$ cat src/rtl/cfm_pkg.sv
package cfm_pkg;

  // Fixed field widths of the block's ports.
  localparam int unsigned RATE_BITS    = 24;
  localparam int unsigned RESULT_BITS  = 32;
  localparam int unsigned FRAC_BITS    = 8;
  localparam logic [RATE_BITS-1:0] RATE_RESET = 24'd15625;

  // The divider works on one quotient bit per cycle.
  localparam int unsigned DIV_BITS     = 32;
  localparam int unsigned DIV_CNT_BITS = 5;

  typedef enum logic [1:0] {
    ST_IDLE,
    ST_DIVIDE,
    ST_OUTPUT
  } cfm_state_e;

  // Request into the divider: start pulse and operands.
  typedef struct packed {
    logic                start;
    logic [DIV_BITS-1:0] dividend;
    logic [DIV_BITS-1:0] divisor;
  } cfm_div_req_t;

  // Status from the divider.
  typedef struct packed {
    logic                busy;
    logic [DIV_BITS-1:0] quotient;
  } cfm_div_sts_t;

endpackage

$ cat src/rtl/cfm_timer.sv
module cfm_timer
  import cfm_pkg::*;
#(
  parameter int unsigned COUNTER_BITS  = 16,
  parameter int unsigned OVERFLOW_BITS = 16
) (
  input  logic                   clk_i,
  input  logic                   rst_ni,
  input  logic                   tick_i,
  input  logic                   edge_i,
  output logic [RESULT_BITS-1:0] period_o
);

  // Span width: room for overflow and counter plus a sign bit, at least 34 bits
  // so that the saturation check always has bits above the result.
  localparam int unsigned SPAN_RAW = OVERFLOW_BITS + COUNTER_BITS + 1;
  localparam int unsigned SPAN_W   = (SPAN_RAW > RESULT_BITS + 2) ? SPAN_RAW : RESULT_BITS + 2;

  logic [COUNTER_BITS-1:0]  timer_q, timer_d;
  logic [OVERFLOW_BITS-1:0] ovf_q, ovf_d, ovf_base;
  logic [COUNTER_BITS-1:0]  latest_q, latest_d;
  logic [SPAN_W-1:0]        span;

  // Period between the previous capture and the counter value of this tick.
  always_comb begin
    span = (SPAN_W'(ovf_q) << COUNTER_BITS) + SPAN_W'(timer_q) - SPAN_W'(latest_q);
    if (span[SPAN_W-1]) begin
      period_o = '0;
    end else if (|span[SPAN_W-2:RESULT_BITS]) begin
      period_o = '1;
    end else begin
      period_o = span[RESULT_BITS-1:0];
    end
  end

  // Capture first, then advance the counter and count a wrap.
  always_comb begin
    timer_d  = timer_q;
    ovf_d    = ovf_q;
    latest_d = latest_q;
    ovf_base = ovf_q;
    if (tick_i) begin
      if (edge_i) begin
        latest_d = timer_q;
        ovf_base = '0;
      end
      timer_d = timer_q + 1'b1;
      ovf_d   = ovf_base;
      if ((&timer_q) && !(&ovf_base)) begin
        ovf_d = ovf_base + 1'b1;
      end
    end
  end

  always_ff @(posedge clk_i or negedge rst_ni) begin
    if (!rst_ni) begin
      timer_q  <= '0;
      ovf_q    <= '0;
      latest_q <= '0;
    end else begin
      timer_q  <= timer_d;
      ovf_q    <= ovf_d;
      latest_q <= latest_d;
    end
  end

endmodule

$ cat src/rtl/cfm_divider.sv
module cfm_divider
  import cfm_pkg::*;
(
  input  logic         clk_i,
  input  logic         rst_ni,
  input  cfm_div_req_t req_i,
  output cfm_div_sts_t sts_o
);

  logic                    busy_q, busy_d;
  logic [DIV_CNT_BITS-1:0] cnt_q, cnt_d;
  logic [DIV_BITS-1:0]     rem_q, rem_d;
  logic [DIV_BITS-1:0]     quot_q, quot_d;
  logic [DIV_BITS-1:0]     divisor_q, divisor_d;
  logic [DIV_BITS:0]       rem_shift;
  logic [DIV_BITS:0]       diff;

  // Restoring division, one quotient bit per cycle.
  always_comb begin
    rem_shift = {rem_q, quot_q[DIV_BITS-1]};
    diff      = rem_shift - {1'b0, divisor_q};
    busy_d    = busy_q;
    cnt_d     = cnt_q;
    rem_d     = rem_q;
    quot_d    = quot_q;
    divisor_d = divisor_q;
    if (req_i.start) begin
      busy_d    = 1'b1;
      cnt_d     = DIV_CNT_BITS'(DIV_BITS - 1);
      rem_d     = '0;
      quot_d    = req_i.dividend;
      divisor_d = req_i.divisor;
    end else if (busy_q) begin
      if (diff[DIV_BITS]) begin
        rem_d  = rem_shift[DIV_BITS-1:0];
        quot_d = {quot_q[DIV_BITS-2:0], 1'b0};
      end else begin
        rem_d  = diff[DIV_BITS-1:0];
        quot_d = {quot_q[DIV_BITS-2:0], 1'b1};
      end
      if (cnt_q == '0) begin
        busy_d = 1'b0;
      end else begin
        cnt_d = cnt_q - 1'b1;
      end
    end
  end

  always_ff @(posedge clk_i or negedge rst_ni) begin
    if (!rst_ni) begin
      busy_q <= 1'b0;
      cnt_q  <= '0;
    end else begin
      busy_q <= busy_d;
      cnt_q  <= cnt_d;
    end
  end

  // Datapath registers carry no reset.
  always_ff @(posedge clk_i) begin
    rem_q     <= rem_d;
    quot_q    <= quot_d;
    divisor_q <= divisor_d;
  end

  assign sts_o.busy     = busy_q;
  assign sts_o.quotient = quot_q;

endmodule

$ cat src/rtl/capture_frequency_meter_core.sv
// Input capture period and frequency meter.
// Input channel (in_valid_i / in_stall_o): one transaction is one prescaled
// timer tick; capture_edge_i flags a rising edge on the capture pin. A tick
// without an edge is absorbed without a stall and produces no result. A tick
// with an edge captures the counter and starts the restoring divider, which
// computes tick_rate * 256 / period one quotient bit per cycle. The block
// stalls its input during that time: the divider runs its 32 steps, the
// sequencer sees it finish, the output register loads the result, and the
// next tick is taken in the cycle after the load. The stall lasts longer
// while the receiver stalls and an earlier result still sits in the output
// register.
// Output channel (out_valid_o / out_stall_i): one transaction per edge tick
// with frequency_q8_o, period_ticks_o and valid_res_o. The output register
// holds its payload while out_stall_i is high; a new tick can be accepted
// meanwhile, and a new result waits in the divider until the register frees.
// Configuration (cfg_valid_i / cfg_ready_o): writes tick_rate_hz, always ready,
// and is to be written only while the block is idle.
// Reset (rst_ni, asynchronous, active low) clears counters, captures and the
// output valid, and loads tick_rate_hz with 15625.
module capture_frequency_meter_core
  import cfm_pkg::*;
#(
  parameter int unsigned COUNTER_BITS  = 16,
  parameter int unsigned OVERFLOW_BITS = 16
) (
  input  logic                   clk_i,
  input  logic                   rst_ni,
  input  logic                   cfg_valid_i,
  output logic                   cfg_ready_o,
  input  logic [RATE_BITS-1:0]   cfg_tick_rate_hz_i,
  input  logic                   in_valid_i,
  output logic                   in_stall_o,
  input  logic                   capture_edge_i,
  output logic                   out_valid_o,
  input  logic                   out_stall_i,
  output logic [RESULT_BITS-1:0] frequency_q8_o,
  output logic [RESULT_BITS-1:0] period_ticks_o,
  output logic                   valid_res_o
);

  cfm_state_e              state_q, state_d;
  logic [RATE_BITS-1:0]    rate_q;
  logic [RESULT_BITS-1:0]  period_q, period_d;
  logic [RESULT_BITS-1:0]  period_now;
  logic                    in_accept;
  logic                    slot_free;
  logic                    load_out;
  logic                    out_valid_q, out_valid_d;
  logic [RESULT_BITS-1:0]  freq_q, per_q;
  logic                    vres_q;
  cfm_div_req_t            div_req;
  cfm_div_sts_t            div_sts;

  assign cfg_ready_o = 1'b1;
  assign in_stall_o  = (state_q != ST_IDLE);
  assign in_accept   = in_valid_i && !in_stall_o;
  assign slot_free   = !out_valid_q || !out_stall_i;

  // Configuration register.
  always_ff @(posedge clk_i or negedge rst_ni) begin
    if (!rst_ni) begin
      rate_q <= RATE_RESET;
    end else if (cfg_valid_i && cfg_ready_o) begin
      rate_q <= cfg_tick_rate_hz_i;
    end
  end

  cfm_timer #(
    .COUNTER_BITS  (COUNTER_BITS),
    .OVERFLOW_BITS (OVERFLOW_BITS)
  ) u_timer (
    .clk_i    (clk_i),
    .rst_ni   (rst_ni),
    .tick_i   (in_accept),
    .edge_i   (capture_edge_i),
    .period_o (period_now)
  );

  cfm_divider u_divider (
    .clk_i  (clk_i),
    .rst_ni (rst_ni),
    .req_i  (div_req),
    .sts_o  (div_sts)
  );

  // Sequencer: start the divide on an edge tick, then hand over the result.
  always_comb begin
    state_d          = state_q;
    period_d         = period_q;
    load_out         = 1'b0;
    div_req.start    = 1'b0;
    div_req.dividend = {rate_q, {FRAC_BITS{1'b0}}};
    div_req.divisor  = period_now;
    case (state_q)
      ST_IDLE: begin
        if (in_accept && capture_edge_i) begin
          period_d      = period_now;
          div_req.start = 1'b1;
          state_d       = ST_DIVIDE;
        end
      end
      ST_DIVIDE: begin
        if (!div_sts.busy) begin
          state_d = ST_OUTPUT;
        end
      end
      ST_OUTPUT: begin
        if (slot_free) begin
          load_out = 1'b1;
          state_d  = ST_IDLE;
        end
      end
      default: begin
        state_d = ST_IDLE;
      end
    endcase
  end

  always_comb begin
    out_valid_d = out_valid_q;
    if (load_out) begin
      out_valid_d = 1'b1;
    end else if (!out_stall_i) begin
      out_valid_d = 1'b0;
    end
  end

  always_ff @(posedge clk_i or negedge rst_ni) begin
    if (!rst_ni) begin
      state_q     <= ST_IDLE;
      out_valid_q <= 1'b0;
    end else begin
      state_q     <= state_d;
      out_valid_q <= out_valid_d;
    end
  end

  // Payload registers; a zero period gives no frequency.
  always_ff @(posedge clk_i) begin
    period_q <= period_d;
    if (load_out) begin
      per_q  <= period_q;
      vres_q <= (period_q != '0);
      freq_q <= (period_q != '0) ? div_sts.quotient : '0;
    end
  end

  assign out_valid_o    = out_valid_q;
  assign frequency_q8_o = freq_q;
  assign period_ticks_o = per_q;
  assign valid_res_o    = vres_q;

  // A valid frequency always comes with a nonzero period.
  assert property (@(posedge clk_i) disable iff (!rst_ni)
    out_valid_o && valid_res_o |-> period_ticks_o != '0)
    else $error("valid result with zero period");

  // Without a valid frequency the frequency field reads zero.
  assert property (@(posedge clk_i) disable iff (!rst_ni)
    out_valid_o && !valid_res_o |-> frequency_q8_o == '0)
    else $error("nonzero frequency on invalid result");

  // The divider is never running while the sequencer is idle.
  assert property (@(posedge clk_i) disable iff (!rst_ni)
    state_q == ST_IDLE |-> !div_sts.busy)
    else $error("divider busy while idle");

  // An edge tick always starts a divide.
  assert property (@(posedge clk_i) disable iff (!rst_ni)
    in_accept && capture_edge_i |=> state_q == ST_DIVIDE && div_sts.busy)
    else $error("edge tick did not start a divide");

endmodule

$ cat config.mk
export PLATFORM = sky130hd
export DESIGN_NAME = capture_frequency_meter_core
export DESIGN_NICKNAME = d
export VERILOG_FILES = /design/src/rtl/cfm_pkg.sv /design/src/rtl/cfm_timer.sv /design/src/rtl/cfm_divider.sv /design/src/rtl/capture_frequency_meter_core.sv
export SDC_FILE = /design/constraint.sdc
export NUM_CORES = 1
export LEC_CHECK = 0
export ABC_AREA = 1
export BUFFER_PORTS_ARGS = -buffer_cell sky130_fd_sc_hd__buf_2
export CORE_ASPECT_RATIO = 0.5
export CORE_UTILIZATION = 44
export DETAILED_ROUTE_END_ITERATION = 8
export PLACE_DENSITY = 0.63
export SLEW_MARGIN = 30
export SYNTH_ARGS = -nofsm -noshare
export SYNTH_HDL_FRONTEND = slang
export SYNTH_SLANG_ARGS = --single-unit
export TNS_END_PERCENT = 20
$ cat constraint.sdc
create_clock -name clk_i -period 5 [get_ports clk_i]
set_input_delay 0.25 -clock clk_i [delete_from_list [all_inputs] [get_ports clk_i]]
set_output_delay 0.25 -clock clk_i [all_outputs]
set_load 0.005 [all_outputs]
# Yosys cells after proc, flatten, opt, wreduce, memory -nomap -nowiden
# Cells that the tools add are included.
[totals]
output_inout_bits = 68
ff_bits = 274
in_bits = 30
[classes]
n_reduce_logical = 19
mux = 25
n_eq_ne = 7
add_sub_neg = 6
[ops]
columns = ["cell", "n"]
rows = [
  ["$mux W32", 5],
  ["$mux W16", 3],
  ["$sub A34 B16 Y34", 1],
  ["$add A32 B16 Y33", 1],
  ["$sub A33 B32 Y33", 1],
  ["$add A16 B1 Y16 const B", 2],
  ["$reduce_and A16 Y1", 2],
  ["$reduce_bool A32 Y1", 1],
  ["$mux W5", 3],
  ["$mux W1", 10],
  ["$ne A2 B2 Y1 const B", 4],
  ["$mux W2", 3],
  ["$pmux W2 S3", 1],
  ["$reduce_and A2 Y1", 3],
  ["$logic_not A5 Y1", 1],
  ["$sub A5 B1 Y5 const B", 1],
  ["$logic_not A1 Y1", 4],
  ["$reduce_bool A2 Y1", 2],
  ["$logic_and A1 B1 Y1", 3],
  ["$reduce_and A3 Y1", 1],
  ["$eq A2 B1 Y1 const B", 1],
  ["$eq A2 B2 Y1 const B", 1],
  ["$logic_not A2 Y1", 1],
  ["$ne A2 B1 Y1 const B", 1],
  ["$logic_or A1 B1 Y1", 1],
]

# Longest topological paths before layout
# Gate-level depths: netlist of run 1.
[logic_depth]
ltp_word = 8
depth_mapped = 19

# Hierarchy
# A second synthesis of run 1 with hierarchy kept.
[hier_totals]
cells_unflattened = 2033
hier_area_um2 = 15788.9
[modules_own_cells]
columns = ["mod", "seq_area_each_um2", "area_per_inst_um2", "instances", "cells_per_inst"]
rows = [
  ["cfm_divider", 2712.6, 6846.6, 1, 1028],
  ["cfm_timer", 1201.2, 4571.9, 1, 737],
  ["capture_frequency_meter_core", 3597.2, 4370.4, 1, 268],
]

# Worst setup path after synthesis of run 1
# Ideal clock, no wire load.
[synth_timing]
kind = "flip-flop to flip-flop"
startpoint = "register state_q[0]"
endpoint = "register freq_q[0], in the netlist frequency_q8_o[0] (enable)"
arrival_time_ps = 3718
setup_time_ps = 509
stages_incl_launch_ff = 4
setup_slack_ps = 772
path_buffers = 0
period_less_slack_ps = 4228
cell_sequence = "dfrtp_1 > nor2_1 > inv_1 > a21oi_1"
[synth_between]
elab_chain_cells = 2
[synth_rtl]
columns = ["item", "line", "source"]
rows = [
  ["start, declared", "capture_frequency_meter_core.sv:41", "cfm_state_e state_q, state_d;"],
  ["start signal, assigned", "capture_frequency_meter_core.sv:133", "state_q <= state_d;"],
  ["$eq A2 B2 Y1", "capture_frequency_meter_core.sv:94", "case (state_q)"],
  ["$mux W1", "capture_frequency_meter_core.sv:94", ""],
  ["via load_out", "capture_frequency_meter_core.sv:47", "logic load_out;"],
  ["end signal, assigned", "capture_frequency_meter_core.sv:144", "freq_q <= (period_q != '0) ? div_sts.quotient : '0;"],
  ["end, declared", "capture_frequency_meter_core.sv:49", "logic [RESULT_BITS-1:0] freq_q, per_q;"],
]
# The timed path passes the listed nets, and every way through them passes these cells.
# A chain may end at the register's enable or synchronous reset.

# Worst setup path after layout of run 1
[layout_timing]
startpoint = "register u_divider.divisor_q[0]"
endpoint = "register u_divider.rem_q[31]"
[layout_between]
elab_chain_cells = 2
[layout_rtl]
columns = ["item", "line", "source"]
rows = [
  ["start, declared", "cfm_divider.sv:14", "logic [DIV_BITS-1:0] divisor_q, divisor_d;"],
  ["start signal, assigned", "cfm_divider.sv:63", "divisor_q <= divisor_d;"],
  ["$sub A33 B32 Y33", "cfm_divider.sv:21", "diff = rem_shift - {1'b0, divisor_q};"],
  ["$mux W32", "cfm_divider.sv:34", "if (diff[DIV_BITS]) begin"],
  ["end signal, assigned", "cfm_divider.sv:61", "rem_q <= rem_d;"],
  ["end, declared", "cfm_divider.sv:12", "logic [DIV_BITS-1:0] rem_q, rem_d;"],
]
# Every way passes these cells.

==> results_dict.tcl, run 1 <==
set metrics [dict create \
    hpwl_mm 24.3 \
    slew_violations 0 \
    ys_seq_area_share_pct 47.1 \
    power_frac_clock_pct 17.5 \
    yosys_warnings 0 \
    min_period_over_period_pct 56.5 \
    outcome "finished clean" \
    dp.cells 2261 \
    antenna_cells 0 \
    async_flop_share_pct 33.5 \
    swShare_pct 44.7 \
    gr-total-overflow 0 \
    clk_latency_ns 0.54 \
    grt_pass1_vias 10300 \
    p_int_uw 5700 \
    drv_cap 0 \
    syn_nets 1858 \
    gp_congestion 0.961 \
    min_period_ns 2.82 \
    synth_compound_area_share_pct 6.99 \
    hold_slack_ns 0.0662 \
    cp.arrival_ns 3.30 \
    cpMaxStageDelayCell "edfxtp_1" \
    dr.pass1.iters 5 \
    setup-violations-final 0 \
    synthCells 1774 \
    hp-class "input port to asynchronous set/reset pin" \
    cts_hold_buffers 26 \
    routed_via_density 4.77 \
    core_sq_mm 0.0305 \
    final_cells 2331 \
    ant_nets 0 \
    cts_buffers 24 \
    syn_area_per_cell_sq_um 7.74 \
    ios 98 \
    die_area_sq_mm 0.0320 \
    p_seq_share_pct 30.8 \
    die_h_um 127 \
    wl_per_cell_um 14.2 \
    slowest_delay_ns 0.42 \
    finalSetupTns_ns 0 \
    vias 11100 \
    fin_skew_ns 0.0111 \
    path_clk_slew_ns 0.06 \
    cts_buffer_depth 3 \
    p_per_area_mw_per_mm2 657 \
    cellLeakagePower_uw 0.00781 \
    cts_sinks 242 \
    syn_area_sq_mm 0.0137 \
    rsz0062_at_grt "no" \
    antenna_found_initial 1 \
    finalHoldViolCount 0 \
    startpoint_type "register" \
    p_switching_uw 4600 \
    required_ns 5.48 \
    grt_util_all_layers_pct 21.0 \
    critPathBufInv 1 \
    die_w_um 252 \
    synth_xor_area_share_pct 3.82 \
    worst_pin_slew_ns 0.937 \
    worstPathMaxFanout 31 \
    synth-adder-area-share_pct 5.03 \
    synth-simple-area-share_pct 26.4 \
    synth_top_family_by_area "simple AND/OR/NAND/NOR gates" \
    wl_mm 33.0 \
    max_freq_ghz 0.354 \
    start_util_pct 45.0 \
    synth_enable_flop_cells 121 \
    grt_first_pass_wirelength_mm 53.8 \
    cpLargestDelayFamily "simple AND/OR/NAND/NOR gates" \
    h-tree-depth 1 \
    rows 45 \
    synth_mux_area_share_pct 0 \
    crit_chain "ha_1 > fa_1 > inv_1 > nand3_1 > nand2_1 > nand2_1 > nand2_2 > nand2_1 > nand2_2 > nand2_2 > nand2_2 > nand2_2 > nand2_4 > nand2_2 > nand2_1 > nand2_1 > nand2_1" \
    synth-main-ff-cell "edfxtp_1" \
    drive_above_1_share_pct 9.28 \
    synth_cell_type_count 46 \
    ys_ff_latch 242 \
    cts_tree "yes" \
    nets 1974 \
    grt_max_degree 77 \
    slew_headroom_pct 37.5 \
    crit_type "register to register" \
    pre_cts_slack_ns 2.18 \
    post_cts_resized 0 \
    drtIter0Drc 845 \
    area_growth_pct 14.1 \
    post_cts_buffers 0 \
    combPwrFrac_pct 51.6 \
    max-vdd-ir-drop_mv 0.323 \
    io_buffers 96 \
    cts_root_buf "clkbuf_16" \
    crit_path_end_kind "register" \
    drc_errors 0 \
    worst_slack_ns 2.18 \
]
-- worst reg2reg max path, cell delays in order, from the launching register on --
cell	delay [ns]
edfxtp_1	0.42
ha_1	0.25
fa_1	0.41
inv_1	0.10
nand3_1	0.07
nand2_1	0.13
nand2_1	0.08
nand2_2	0.10
nand2_1	0.07
nand2_2	0.12
nand2_2	0.09
nand2_2	0.08
nand2_2	0.08
nand2_4	0.30
nand2_2	0.26
nand2_1	0.11
nand2_1	0.05
nand2_1	0.05
-- final timing paths --
| check | end | from | slack (ns) | depth (start not counted) |
|---|---|---|---|---|
| worst max-delay path | u_divider.rem_q[31]$_SDFFE_PP0P_ | u_divider.divisor_q[0]$_SDFFCE_PN0P_ | 2.18 | 17 |
| worst min-delay path | u_timer.ovf_q[15]$_DFFE_PN0P_ | rst_ni | 0.07 | 2 |
| worst max register to register | u_divider.rem_q[31]$_SDFFE_PP0P_ | u_divider.divisor_q[0]$_SDFFCE_PN0P_ | 2.18 | 17 |
| worst min register to register | period_ticks_o[13]$_DFFE_PP_ | u_divider.divisor_q[13]$_SDFFCE_PN0P_ | 0.45 | 0 |
| max in group asynchronous | rate_q[20]$_DFFE_PN0P_ | rst_ni | 4.05 | 3 |
| min in group clk_i | rate_q[8]$_DFFE_PN1P_ | cfg_valid_i | 0.24 | 3 |
-- state kept, by name (all words and copies together) (netlist names), 16 cells and up --
| register | flops |
|---|---|
| u_timer.latest_q | 16 |
| u_timer.timer_q | 16 |
| u_timer.ovf_q | 16 |
| u_divider.quot_q | 32 |
| period_ticks_o | 32 |
| frequency_q8_o | 32 |
| u_divider.divisor_q | 32 |
| u_divider.rem_q | 32 |
| rate_q | 24 |
-- Yosys cell counts (all sizes together) (3+ instances only) --
master,n,area share (%)
nand2,551,15
inv,332,9.1
nor2,148,4.2
edfxtp,121,26
nand3,103,3.8
o21ai,82,3.0
dfrtp,74,13
ha,52,4.7
a21oi,50,1.8
dfxtp,40,5.8
xor2,31,2.0
xnor2,29,1.8
clkbuf,26,0.72
nor3,26,1.1
o22ai,24,1.1
nand4,17,0.82
buf,15,0.82
nor4,14,0.68
a22oi,8,0.44
dfstp,7,1.3
o21bai,6,0.33
nand3b,4,0.22
a21o,3,0.16
and2,3,0.14
-- power groups by stage --
stage	clock [uW]	combinational, uW	sequential (uW)
final	1810	5320	3170
after global routing	1930	6150	3230
after CTS	1840	5340	3170
after detailed placement	0	5290	3210
after global placement	0	5240	3210
after floorplan	0	4190	3100
-- per-stage QoR --
step / instance area [sq um] / total power [uW] / util, %
floorplan: 13700 / 7290 / -
detailed placement: 14600 / 8500 / 47.9
CTS: 15700 / 10400 / 51.4
finish: 15700 / 10300 / 51.4
global placement: 14600 / 8450 / 47.9
global route: 15700 / 11300 / 51.4
-- layout make-up --
type / count / area (sq um)
clock inverter: 11 / 135
clock buffer: 33 / 644
sequential: 242 / 6470
fill: 3021 / 14800
multi-input combinational: 1159 / 5830
tap: 423 / 529
timing repair buffer: 131 / 815
inverter: 332 / 1250
-- metal layers --
metal / up-vias / routed length, um / part of all wire [%] / track usage [%]
li1: 5835 / - / - / -
met1: 5036 / 16700 / 51 / 30.8
met2: 213 / 14200 / 43 / 32.6
met3: 37 / 1560 / 4.7 / 3.53
met4: 0 / 537 / 1.6 / 4.17
met5: - / 0 / 0 / 0
-- cell families (layout without fill, tap and decap cells) --
| group | after synthesis | after routing |
|---|---|---|
| buffers and inverters | 373 | 507 |
| XOR/XNOR | 60 | 60 |
| AND/OR/NAND/NOR | 869 | 869 |
| flip-flops | 242 | 242 |
| AO/OA/AOI/OAI | 175 | 175 |
| adder cells (fa/ha/maj) | 54 | 54 |
| other | 1 | 1 |
-- cells in the final DEF (no fill, tap or decap), drive strengths merged, types with 14 or more instances in the layout --
cell type    count
a21oi           50
buf            105
clkbuf          33
dfrtp           74
dfxtp           40
dlygate4sd3     26
edfxtp         121
ha              52
inv            335
nand2          551
nand3          103
nand4           17
nor2           148
nor3            26
nor4            14
o21ai           82
o22ai           24
xnor2           29
xor2            31
No activity file was read; power rests on OpenSTA's default activity.
==> inputs of run 2 (changes only) <==
--- a/config.mk
+++ b/config.mk
@@ -10,7 +10,7 @@
 export CORE_ASPECT_RATIO = 0.5
 export CORE_UTILIZATION = 44
 export DETAILED_ROUTE_END_ITERATION = 8
-export PLACE_DENSITY = 0.63
+export PLACE_DENSITY = 0.66
 export SLEW_MARGIN = 30
 export SYNTH_ARGS = -nofsm -noshare
 export SYNTH_HDL_FRONTEND = slang
==> constraint.sdc (replaced) <==
create_clock -name clk_i -period 2.5 [get_ports clk_i]
set_input_delay 0.125 -clock clk_i [delete_from_list [all_inputs] [get_ports clk_i]]
set_output_delay 0.125 -clock clk_i [all_outputs]
set_load 0.005 [all_outputs]
==> run 2 against run 1 <==
Net effect: hold slack better by 0.020 ns; combinational power is 140% higher; non-clock buffer count is 77 higher; highest routed layer unchanged; largest power group unchanged.
==> results_dict.tcl, run 2 (synthesis results as in run 1) <==
set metrics [dict create \
    outcome "finished clean" \
    gr-total-overflow 0 \
    max_freq_ghz 0.414 \
    min_period_over_period_pct 96.7 \
    die_h_um 127 \
    grt_util_all_layers_pct 22.5 \
    swShare_pct 44.4 \
    vias 11800 \
    grt_pass1_vias 11000 \
    wl_mm 36.3 \
    r2r_slack_ns 0.08 \
    antenna_found_initial 0 \
    required_ns 2.93 \
    grt_first_pass_wirelength_mm 57.1 \
    cts_root_buf "clkbuf_16" \
    combPwrFrac_pct 56.1 \
    dr.pass1.iters 7 \
    max-vdd-ir-drop_mv 0.663 \
    worst_pin_slew_ns 0.752 \
    crit_type "register to register" \
    cts_tree "yes" \
    layout_common_cells "533 x nand2_1, 323 x inv_1, 139 x nor2_1, 121 x edfxtp_1, 99 x nand3_1" \
    drive_above_1_share_pct 14.9 \
    ios 98 \
    final_core_util_pct 54.5 \
    setup-violations-final 0 \
    die_area_sq_mm 0.0320 \
    fin_skew_ns 0.0121 \
    cts_sinks 242 \
    final_cells 2410 \
    core_sq_mm 0.0305 \
    drtIter0Drc 994 \
    drc_errors 0 \
    cp.arrival_ns 2.85 \
    p_per_area_mw_per_mm2 1380 \
    finalHoldViolCount 0 \
    worstPathMaxFanout 9 \
    clk_latency_ns 0.53 \
    power_frac_clock_pct 16.5 \
    gp_congestion 0.905 \
    min_period_ns 2.42 \
    area_growth_pct 21.1 \
    nets 2053 \
    hpwl_mm 26.3 \
    startpoint_type "register" \
    p_int_uw 12800 \
    p_switching_uw 10200 \
    slew_headroom_pct 49.9 \
    final_common_cell "nand2_1" \
    dp.cells 2329 \
    ant_nets 0 \
    slew_violations 0 \
    cts_buffer_depth 3 \
    hp-class "input port to asynchronous set/reset pin" \
    io_buffers 96 \
    h-tree-depth 1 \
    rows 45 \
    antenna_cells 0 \
    die_w_um 252 \
    routed_via_density 4.91 \
    drv_cap 0 \
    rsz0062_at_grt "yes" \
    total_power_uw 23000 \
    start_util_pct 45.0 \
    cts_buffers 24 \
    path_clk_slew_ns 0.07 \
    finalSetupTns_ns 0 \
    cellLeakagePower_uw 0.00834 \
    wl_per_cell_um 15.1 \
    grt_max_degree 66 \
    crit_path_end_kind "register" \
    p_seq_share_pct 27.4 \
]
[run 2: cell count changes in the layout (fill, tap and decap cells not counted), sizes merged]
| cell | delta |
|---|---|
| buf | +75 |
| bufinv | +1 |
| clkbuf | -2 |
| clkinv | +5 |
| clkinvlp | -1 |
| inv | -1 |
| nand2 | +2 |
[run 2: power by group through the flow]
| stage | logic, uW | registers, uW | clock network, uW |
|---|---|---|---|
| 2_1_floorplan | 8380 | 6180 | 0 |
| 3_3_place_gp | 11600 | 6320 | 0 |
| 3_5_place_dp | 11800 | 6330 | 0 |
| 4_1_cts | 11900 | 6270 | 3860 |
| 5_1_grt | 14500 | 6410 | 4030 |
| 6_report | 12900 | 6310 | 3790 |
[run 2: area by class of cell]
class,count,area (sq um)
clock inverters,15,170
flip-flops and latches,242,6470
repair buffers,208,1500
inverters,332,1250
fillers,2912,13900
clock buffers,29,661
multi-input cells,1161,6060
well taps,423,529
[run 2: critical path: stages, from the launching register on]
cell,delay [ns]
edfxtp_1,0.42
inv_2,0.11
ha_2,0.32
nand2_2,0.13
inv_2,0.05
a21oi_2,0.17
nand2_1,0.14
a21oi_2,0.16
buf_4,0.16
nand2_4,0.07
nand2_4,0.11
nand2_8,0.09
clkbuf_16,0.18
nand2_1,0.06
nand2_1,0.05
nand2_1,0.05
nand2_1,0.05
[run 2: path summary, 6_finish.rpt]
kind                                                  startpoint                         endpoint  cells after the start
min reg2reg                u_divider.divisor_q[20]$_SDFFCE_PN0P_     period_ticks_o[20]$_DFFE_PP_                      0
max                        u_divider.divisor_q[23]$_SDFFCE_PN0P_  u_divider.rem_q[0]$_SDFFE_PP0P_                     16
min in group clk_i                                   cfg_valid_i           rate_q[12]$_DFFE_PN1P_                      3
max reg2reg                u_divider.divisor_q[23]$_SDFFCE_PN0P_  u_divider.rem_q[0]$_SDFFE_PP0P_                     16
max in group asynchronous                                 rst_ni            rate_q[3]$_DFFE_PN1P_                      3
min                                                       rst_ni    u_timer.ovf_q[10]$_DFFE_PN0P_                      2
[run 2: repair_timing]
item	CTS	global route
hold buffers	26	0
endpoints found under the hold margin	105	0
endpoints found under the setup margin	0	61
resized for setup	0	51
setup buffers	0	7
[run 2: layer usage]
metal / track usage (%) / part of all wire (%)
met1: 32.2 / 47
met4: 5.35 / 2.2
met3: 4.06 / 6.4
met2: 35.3 / 44
met5: 0 / 0
[run 2: per-stage QoR]
step	cell area, sq um	setup slack [ns]	hold slack [ns]
2_1_floorplan	13800	0.252	-0.171
3_3_place_gp	15200	0.0601	0.108
3_5_place_dp	15200	0.0347	0.109
4_1_cts	16300	0.000141	0.0914
5_1_grt	16600	-0.0581	0.114
6_report	16600	0.0824	0.0866
==> inputs of run 3 (changes only) <==
--- a/config.mk
+++ b/config.mk
@@ -10,9 +10,10 @@
 export CORE_ASPECT_RATIO = 0.5
 export CORE_UTILIZATION = 44
 export DETAILED_ROUTE_END_ITERATION = 8
-export PLACE_DENSITY = 0.66
+export PLACE_DENSITY = 0.65
 export SLEW_MARGIN = 30
 export SYNTH_ARGS = -nofsm -noshare
 export SYNTH_HDL_FRONTEND = slang
+export SYNTH_HIERARCHICAL = 1
 export SYNTH_SLANG_ARGS = --single-unit
 export TNS_END_PERCENT = 20
==> run 3 against run 2 <==
Net effect: non-clock buffer count decreased by 30; setup slack improved by 0.0059 ns; area after synthesis increased by 15%; combinational power increased by 7%; fmax increased by 0.24%; critical path depth decreased by 2; critical path type unchanged; flip-flop and latch count increased by 32; total power increased by 11%; sequential power increased by 21%; die area increased by 15%.
==> results_dict.tcl, run 3 <==
set metrics [dict create \
    p_seq_share_pct 30.0 \
    crit_path_end_kind "register" \
    hpwl_mm 28.8 \
    dpl_cell_area_sq_mm 0.0171 \
    slowest_delay_ns 0.41 \
    synth-main-ff-cell "edfxtp_1" \
    setup-violations-final 0 \
    routed_via_density 4.83 \
    h-tree-depth 1 \
    synth_area_leaders "edfxtp_1 31%, nand2_1 17%, dfrtp_1 12%, inv_1 8.2%, nor2_1 4.4%" \
    fin_skew_ns 0.0112 \
    synth_cell_type_count 50 \
    cts_root_buf "clkbuf_16" \
    whs_endpoint "state_q[0]$_DFFE_PN0P_" \
    crit_type "register to register" \
    max-vdd-ir-drop_mv 0.612 \
    min_period_over_period_pct 96.5 \
    cts_buffers 27 \
    clk_latency_ns 0.55 \
    grt_first_pass_wirelength_mm 61.7 \
    cellLeakagePower_uw 0.00939 \
    ios 98 \
    p_per_area_mw_per_mm2 1370 \
    cpLargestDelayFamily "simple AND/OR/NAND/NOR gates" \
    cp.arrival_ns 2.85 \
    worst_slack_ns 0.0883 \
    final_area_sq_mm 0.0185 \
    finalHoldViolCount 0 \
    gr-total-overflow 0 \
    met2_length_mm 17.3 \
    critPathBufInv 2 \
    synth.most_common_cell "nand2_1" \
    drtIter0Drc 916 \
    vias 13100 \
    regArea_sq_mm 0.00751 \
    path_clk_slew_ns 0.07 \
    p_switching_uw 11500 \
    start_util_pct 45.2 \
    r2r_slack_ns 0.09 \
    area_growth_pct 17.3 \
    reg2reg_depth 14 \
    drv_cap 0 \
    io_buffers 96 \
    syn_area_sq_mm 0.0158 \
    wl_met1_mm 18.4 \
    swShare_pct 45.0 \
    reg2reg_from "u_divider/divisor_q[22]$_DFFE_PP_" \
    rows 48 \
    async_flop_share_pct 29.6 \
    cpMostUsedCell "nand2_1" \
    power_frac_clock_pct 15.9 \
    yosys_warnings 6 \
    drive_above_1_share_pct 14.1 \
    die_area_sq_mm 0.0367 \
    wl_per_cell_um 14.5 \
    core_sq_mm 0.0349 \
    holdPathStages 5 \
    cpMaxStageDelayCell "ha_1" \
    required_ns 2.94 \
    hp-class "input port to register" \
    total_power_uw 25400 \
    route.top_layer_used "met4" \
    min_period_ns 2.41 \
    crit_chain "inv_1 > ha_1 > nand2_1 > nor2_2 > inv_2 > nor2_2 > and2_1 > nand2_4 > nand2_8 > nand2_8 > nand2_4 > nand2_1 > nand3_1 > nand2_1" \
    drc_errors 0 \
    antenna_found_initial 1 \
    grt_pass1_vias 12100 \
    synth_enable_flop_cells 161 \
    yosys.area.top_type_share_pct 30.6 \
    r2r_end "u_divider/rem_q[5]$_SDFFE_PP0P_" \
    max_freq_ghz 0.415 \
    combPwrFrac_pct 54.1 \
    die_h_um 136 \
    synthTopCellsByCount "724 x nand2_1, 347 x inv_1, 187 x nor2_1" \
    startpoint_type "register" \
    layout_common_cells "721 x nand2_1, 344 x inv_1, 182 x nor2_1, 161 x edfxtp_1, 108 x nand3_1" \
    gp_congestion 0.935 \
    pre_cts_slack_ns 0.0240 \
    dr.pass1.iters 7 \
    dr_wl_met3_mm 2.35 \
    die_w_um 270 \
    cts_sinks 274 \
    slew_headroom_pct 58.4 \
    outcome "finished clean" \
    nets 2295 \
    min_from "in_valid_i" \
    synthCells 2033 \
    cts_buffer_depth 3 \
    grt_util_all_layers_pct 20.9 \
    syn_area_per_cell_sq_um 7.77 \
    hold_slack_ns 0.00732 \
    slew_violations 0 \
    worstPathMaxFanout 8 \
    wl_mm 39.2 \
    rsz0062_at_grt "yes" \
    worst_pin_slew_ns 0.622 \
    cts_tree "yes" \
    multi_input_area_sq_mm 0.00690 \
    ant_nets 0 \
    antenna_cells 0 \
    ys_seq_area_share_pct 47.6 \
    yosysTopAreaCell "edfxtp_1" \
    final_common_cell "nand2_1" \
    ys_ff_latch 274 \
    grt_max_degree 52 \
    fill_cells 3234 \
    p_int_uw 14000 \
]
-- run 3: cell count changes after synthesis, moves of 10 or more --
cell,change
nor2_2,+13
nand2_1,+184
mux2_2,+24
o21ai_0,-47
nor2_1,+44
inv_2,+10
o22ai_1,-23
nor4_1,-12
inv_1,+20
edfxtp_1,+40
-- run 3: layout make-up --
class | instances | area share [%]
Multi-Input combinational cell | 1366 | 37.3
Clock inverter | 13 | 0.716
Tap cell | 475 | 3.21
Sequential cell | 274 | 40.5
Inverter | 364 | 7.42
Timing Repair Buffer | 178 | 6.77
Clock buffer | 37 | 4.07
-- run 3: routing by layer --
layer | track usage, % | up-vias
li1 | - | 6666
met1 | 29.7 | 5966
met2 | 33.4 | 369
met3 | 2.97 | 73
met4 | 5.93 | 0
met5 | 0 | -
-- run 3: worst min-delay path: cells and delay by family --
kind / cells / cell delay (ns)
simple gates: 3 / 0.23
buf+inv: 2 / 0.16
-- run 3: how the worst max path moves through the flow --
stage	start	endpoint	cells past startpoint
after detailed placement	u_divider/quot_q[31]$_DFFE_PP_	u_divider/rem_q[21]$_SDFFE_PP0P_	17
after global placement	u_divider/quot_q[31]$_DFFE_PP_	u_divider/rem_q[0]$_SDFFE_PP0P_	17
after global routing	u_timer/timer_q[13]$_DFFE_PN0P_	u_divider/divisor_q[18]$_DFFE_PP_	13
after floorplan	state_q[0]$_DFFE_PN0P_	u_divider/quot_q[0]$_DFFE_PP_	8
after CTS	u_divider/quot_q[31]$_DFFE_PP_	u_divider/rem_q[19]$_SDFFE_PP0P_	17
final	u_divider/divisor_q[22]$_DFFE_PP_	u_divider/rem_q[5]$_SDFFE_PP0P_	14
-- run 3: cell families after synthesis --
family,synth area share (%)
other cells,0.0476
compound gates,3.58
flops,47.6
mux,1.71
buf+inv,10.4
simple gates,29.3
xor+xnor,3.05
fa+ha+maj,4.37
-- run 3: power groups by stage --
| stage | Sequential (uW) | Clock [uW] | Combinational [uW] |
|---|---|---|---|
| after floorplan | 7470 | 0 | 9430 |
| after global placement | 7650 | 0 | 12600 |
| after detailed placement | 7680 | 0 | 12800 |
| after CTS | 7600 | 4140 | 12900 |
| after global routing | 7760 | 4300 | 15700 |
| final | 7620 | 4050 | 13800 |
-- run 3: repair_timing --
action	in CTS	in global routing
hold buffers	26	0
endpoints found under the setup margin	1	81
buffers inserted	0	1
hold endpoints to repair	67	0
pin swaps	0	5
cloned	0	5
gates resized for setup	1	32
-- run 3: stage by stage --
stage	std cells	utilization [%]	setup TNS, ns
6_report	2707	53.1	0
5_1_grt	2707	53.1	-0.892
4_1_cts	2701	52.4	0
3_5_place_dp	2625	49.1	0
3_3_place_gp	2625	49.1	0
2_1_floorplan	2040	-	-18.35
